--- src/hw/rtl/tlic_pkg.sv ---
// shared types for the track line intercept classifier
package tlic_pkg;

    typedef enum logic [1:0] {
        PLACE_BETWEEN = 2'd0,
        PLACE_BEFORE  = 2'd1,
        PLACE_BEYOND  = 2'd2
    } place_t;

endpackage

--- src/hw/rtl/tlic_sqrt.sv ---
// pipelined integer square root, one root bit per stage, rounded to nearest
module tlic_sqrt
    import tlic_pkg::*;
#(
    parameter int ROOT_W = 21,
    parameter int TAG_W  = 1
)
(
    input  logic                clk,
    input  logic                rst_n,
    input  logic                vld_in,
    input  logic [2*ROOT_W-1:0] sq,
    input  logic [TAG_W-1:0]    tag_in,
    output logic                vld_out,
    output logic [ROOT_W:0]     root,
    output logic [TAG_W-1:0]    tag_out
);

    localparam int RW = ROOT_W + 2;

    logic                vld_reg [0:ROOT_W];
    logic [TAG_W-1:0]    tag_reg [0:ROOT_W];
    logic [2*ROOT_W-1:0] op_reg  [0:ROOT_W];
    logic [RW-1:0]       rem_reg [0:ROOT_W];
    logic [ROOT_W-1:0]   rt_reg  [0:ROOT_W];
    logic                vld_out_reg;
    logic [TAG_W-1:0]    tag_out_reg;
    logic [ROOT_W:0]     root_reg;

    always_ff @(posedge clk or negedge rst_n)
    begin
        if (!rst_n)
        begin
            vld_reg[0] <= 1'b0;
            tag_reg[0] <= '0;
        end
        else
        begin
            vld_reg[0] <= vld_in;
            tag_reg[0] <= tag_in;
        end
    end

    always_ff @(posedge clk)
    begin
        op_reg[0]  <= sq;
        rem_reg[0] <= '0;
        rt_reg[0]  <= '0;
    end

    for (genvar s = 0; s < ROOT_W; s++)
    begin : g_stage
        logic [RW+1:0] cand;
        logic [RW+1:0] trial;
        logic          ge;

        assign cand  = {rem_reg[s], op_reg[s][2*(ROOT_W-1-s)+1 -: 2]};
        assign trial = (RW+2)'({rt_reg[s], 2'b01});
        assign ge    = cand >= trial;

        always_ff @(posedge clk or negedge rst_n)
        begin
            if (!rst_n)
            begin
                vld_reg[s+1] <= 1'b0;
                tag_reg[s+1] <= '0;
            end
            else
            begin
                vld_reg[s+1] <= vld_reg[s];
                tag_reg[s+1] <= tag_reg[s];
            end
        end

        always_ff @(posedge clk)
        begin
            op_reg[s+1]  <= op_reg[s];
            rem_reg[s+1] <= RW'(ge ? cand - trial : cand);
            rt_reg[s+1]  <= {rt_reg[s][ROOT_W-2:0], ge};
        end
    end

    always_ff @(posedge clk or negedge rst_n)
    begin
        if (!rst_n)
        begin
            vld_out_reg <= 1'b0;
            tag_out_reg <= '0;
        end
        else
        begin
            vld_out_reg <= vld_reg[ROOT_W];
            tag_out_reg <= tag_reg[ROOT_W];
        end
    end

    // remainder above the root means the true root is past the half point
    always_ff @(posedge clk)
    begin
        root_reg <= {1'b0, rt_reg[ROOT_W]}
                  + (ROOT_W+1)'(rem_reg[ROOT_W] > RW'(rt_reg[ROOT_W]));
    end

    assign vld_out = vld_out_reg;
    assign tag_out = tag_out_reg;
    assign root    = root_reg;

endmodule

--- config.mk ---
export PLATFORM = sky130hd
export DESIGN_NAME = tlic_sqrt
export DESIGN_NICKNAME = d
export VERILOG_FILES = /design/src/hw/rtl/tlic_pkg.sv /design/src/hw/rtl/tlic_sqrt.sv
export SDC_FILE = /design/constraint.sdc
export NUM_CORES = 2
export LEC_CHECK = 0
export BUFFER_PORTS_ARGS = -buffer_cell sky130_fd_sc_hd__buf_2
export CAP_MARGIN = 20
export CORE_MARGIN = 2
export CORE_UTILIZATION = 56
export DETAILED_ROUTE_END_ITERATION = 8
export PLACE_DENSITY = 0.85
export SYNTH_ARGS = -nofsm -noshare
export SYNTH_HDL_FRONTEND = slang
export SYNTH_SLANG_ARGS = --single-unit
export TNS_END_PERCENT = 1
--- constraint.sdc ---
create_clock -name clk -period 3.2 [get_ports clk]
set_clock_uncertainty 0.15 [all_clocks]
set_input_delay 0.64 -clock clk [delete_from_list [all_inputs] [get_ports clk]]
set_output_delay 0.64 -clock clk [all_outputs]
set_load 0.005 [all_outputs]
# Word level (Yosys, flattened, before mapping)
# Memories as Yosys holds them, arrays and structs flattened.
# Index checks and enable logic that the tools add are counted.
dict set report totals {
  n_memories 3
  output_inout_bits 24
  inputBits 46
  reg_bits 68
  ramBits 1892
  word_cells 115
}
# memory depth width read_ports rd_clocked_by_memory_dff wr line_no
set memory_table {}
lappend memory_table {op_reg 22 42 21 0 22 tlic_sqrt.sv:23} ;# logic [2*ROOT_W-1:0] op_reg [0:ROOT_W];
lappend memory_table {rem_reg 22 23 22 0 22 tlic_sqrt.sv:24} ;# logic [RW-1:0] rem_reg [0:ROOT_W];
lappend memory_table {rt_reg 22 21 22 0 22 tlic_sqrt.sv:25} ;# logic [ROOT_W-1:0] rt_reg [0:ROOT_W];
dict set report classes {
  n_mux 21
  add_sub_neg 22
  n_lt_le_gt_ge 22
}
# cell count
set op_table {}
lappend op_table {{$ge A25 B23 Y1} 21}
lappend op_table {{$mux W23} 21}
lappend op_table {{$sub A23 B23 Y23} 21}
lappend op_table {{$gt A23 B21 Y1} 1}
lappend op_table {{$add A21 B1 Y22} 1}

# Depth between registers and ports, before layout
# An unclocked memory read counts as a cell.
dict set report logic_depth {
  ltp_word 3
  ltp_mapped 17
  mapped_depth_nobuf 17
}

# Least setup slack after synthesis
# No wires, ideal clock.
dict set report synth_timing {
  path_kind {reg-to-reg}
  from {mem rem_reg[0][127] in the netlist's numbering}
  to {mem rem_reg[0][154] in the netlist's numbering}
  path_slack_ns -0.056
  path_stages_with_launch 12
  t_required_ns 2.916
  setup_ns 0.134
  arrival_ns 2.972
  path_cell_list {dfxtp_1 -> or4_4 -> or4_4 -> or3_4 -> nor3_2 -> o211ai_1 -> or4b_1 -> clkbuf_1 -> or3b_1 -> buf_4 -> nor4_1 -> xor2_1}
}
# element line_no
set synth_lines {}
lappend synth_lines {{start, declared} tlic_sqrt.sv:24}

==> run summary <==
Status: complete, but fails checks
Failing checks: negative setup slack
First-pass GRT wire length: 134.9 mm
Final instance area: 0.05063 mm^2
Vias in the first global route: 29,205
WP data arrival: 3620 ps
Die Span X: 282.0 um
Worst-margin pin slew: 950.3 ps
Core ar.: 0.07620 mm^2
Hold endpoint: op_reg[1][92]
Cell area power density: 827.0 mW/mm^2
Post-Synth Adder-Cell Area: 0.08040
Starting Density: 0.5678
Worst skew pair latency: 690 ps
Largest net degree at the start of global routing: 47
R2R Setup Slk: -20 ps
Mux cell area share after synthesis: 0.01064
Max FO, Critical Path: 8
Worst-path clk slew: 70 ps
Largest register FFs: 462
Finish-stage setup viols: 4
Gr usage total: 0.2053
DRC: 0
Max_slew headroom: 0.3665
DP HPWL: 56.94 mm
Total routed wirelength: 82.04 mm
Initial antenna violation count: 0
Overflow after GRT: 0
Synth top area share: 0.5405
R2R cell count: 9
Final #Nets: 4,768
TritonCTS Buffers: 115
Die boundary height: 282.0 um
Primary FF master, synth: dfxtp_1
Synthesis Warnings: 0
Post-Synth Simple-Gate Area: 0.1179
H-tree Lvls: 3
Post-synth top area cell: dfxtp_1
Net Count, Synth: 4,468
Die area: 0.07950 mm^2
Synthesis-to-finish area growth: 17.02%
Reg-to-Reg Start: rem_reg[0][127]
Netlist cell types: 75
Worst min-delay path category: flip-flop to flip-flop
Max Buffers Root-to-Sink: 3
CTS tree: done
Count of port buffers added during placement: 69
Hold path startpoint: op_reg[1][50]
Critical Path RT: 3600 ps
CP Launch Type: flip-flop
Asr flop ratio synth: 0.03789
Slack of the critical path: -15.05 ps
Detail Route Antenna Nets: 0
Wirelength per Cell: 14.72 um
Sequential element share of the synthesized area: 0.5671
Maximum VDD drop: 505.9 uV
I/O Pins: 70
Fmax: 0.3110 GHz
Vias per inst: 5.285
Gate Count Post-Synth: 4,144
Pre-antenna DRT Iters: 6
Count of state elements after synthesis: 1,214
Max cap viols: 0
Synth cell count leaders: dfxtp_1, inv_1, nand2_1
Hold path cells: 0
ANT cells: 0
Final slew viol count: 0
Rows: 101
Synth Area in XOR/XNOR: 0.07632
Post-synthesis compound-gate area fraction: 0.1125
Reg-to-reg endpoint: rem_reg[0][158]
DP Area: 0.04576 mm^2
DP Worst Slack: -139.8 ps
Hold Vio Cnt, Final: 0
Most frequent cell after synthesis: dfxtp_1
Crit share post-route: 1.005
Initial DRC count: 1,681
Main combinational cell family by area after synthesis: simple AND/OR/NAND/NOR gates
Via count: 29,458
Share of layout cells above drive strength 1: 0.1120
Cell area after synthesis: 0.04326 mm^2
LEAKAGE: 23.95 nW
Largest cells by area after synthesis: dfxtp_1, ha_1, xnor2_1
Post-synth EDFFs: 0
Clock sinks: 1,214
Crit path capture type: flip-flop
RSZ-0062 raised after global routing: yes
Avg Cell Area, Syn: 10.44 um^2
Tmin final: 3215 ps
Root buffer cell: clkbuf_16
Filler cells: 5,428
Placer Congestion: 0.9267
Setup CP Type: flip-flop to flip-flop
worst max-delay path, cell delays in order (launching register included):
cell,delay [ps]
dfxtp_1,310
or4_4,540
or4_4,430
or3_4,360
nor3_4,130
o211ai_1,120
or4b_1,510
or3b_4,310
nor3_1,70
xor2_1,150
where the power goes:
part | leakage [nW] | internal [mW] | switching [mW]
logic | 11.6 | 3.72 | 4.00
clock network | 2.06 | 8.90 | 5.71
registers | 10.3 | 17.8 | 1.79
total | 24.0 | 30.4 | 11.5
worst max path at each step:
stage	startpoint	endpoint	slack, ps	cells after the start
finish	rem_reg[0][127]	rem_reg[0][158]	-20	9
CTS	rem_reg[0][127]	rem_reg[0][158]	2	9
floorplan	rem_reg[0][127]	rem_reg[0][154]	-40	11
global route	rem_reg[0][73]	rem_reg[0][112]	-130	8
detailed placement	rt_reg[2][65]	rem_reg[2][114]	-140	10
global placement	rt_reg[2][88]	rem_reg[2][135]	-60	12
placed cells by master (no fill, tap or decap), drive strengths merged, types with 25 or more instances in the layout:
cell type    Yosys  layout
dfxtp         1168    1168
inv            337     340
nand2          279     279
ha             278     278
a21oi          247     247
nor2           245     245
o21ai          226     226
xnor2          205     205
buf              3     203
xor2           172     172
clkbuf          62     159
nor3           107     107
a21o            83      83
nand3           71      71
o21a            60      60
nor4            57      57
nand2b          55      55
dfrtp           46      46
dlygate4sd3      0      45
or3             38      38
nor2b           37      37
mux2            32      32
nand4           29      29
clkinv           1      27
or4             26      26
o31ai           25      25
cells by family after synthesis:
group | count (synthesis)
DFF | 1214
and+or+nand+nor | 1040
AOI/OAI and AO/OA | 789
buffers and inverters | 403
xor gates and xnor gates | 377
adders and majority gates | 278
muxes | 42
other | 1
per-layer routing:
metal	part of all wire	track usage	wire [um]
met4	0.041	0.1017	3386
met2	0.49	0.3616	40110
met3	0.053	0.03696	4315
met5	0	0	0
met1	0.42	0.2399	34230
cell type report:
class / instances / area, um^2 / area share
multi-input combinational: 2527 / 17430 / 0.3442
inverter: 338 / 1269 / 0.02506
timing repair buffer: 248 / 1868 / 0.03690
clock buffer: 159 / 3316 / 0.06549
sequential: 1214 / 24540 / 0.4847
tap: 1030 / 1289 / 0.02546
clock inverter: 58 / 923.4 / 0.01824
per-stage QoR:
step	cells	power, mW	hold slack [ps]	utilization	setup TNS [ps]
after floorplan	4144	24.72	159.6	-	-214.4
after global placement	5311	26.85	159.8	0.6004	-811.4
after detailed placement	5311	27.16	162.1	0.6004	-2495
after CTS	5573	41.99	130.5	0.6625	0
after global routing	5574	43.93	121.7	0.6644	-1374
final	5574	41.87	132.9	0.6644	-36.92
repair_timing:
item                       4_1_cts  5_1_grt
hold endpoints to repair        90        0
buffers inserted                 0        1
setup endpoints to repair       36      107
pin swaps                        0        8
hold buffers                    45        0
gates resized for setup          9       37
Power figures use the tool's default switching activity.
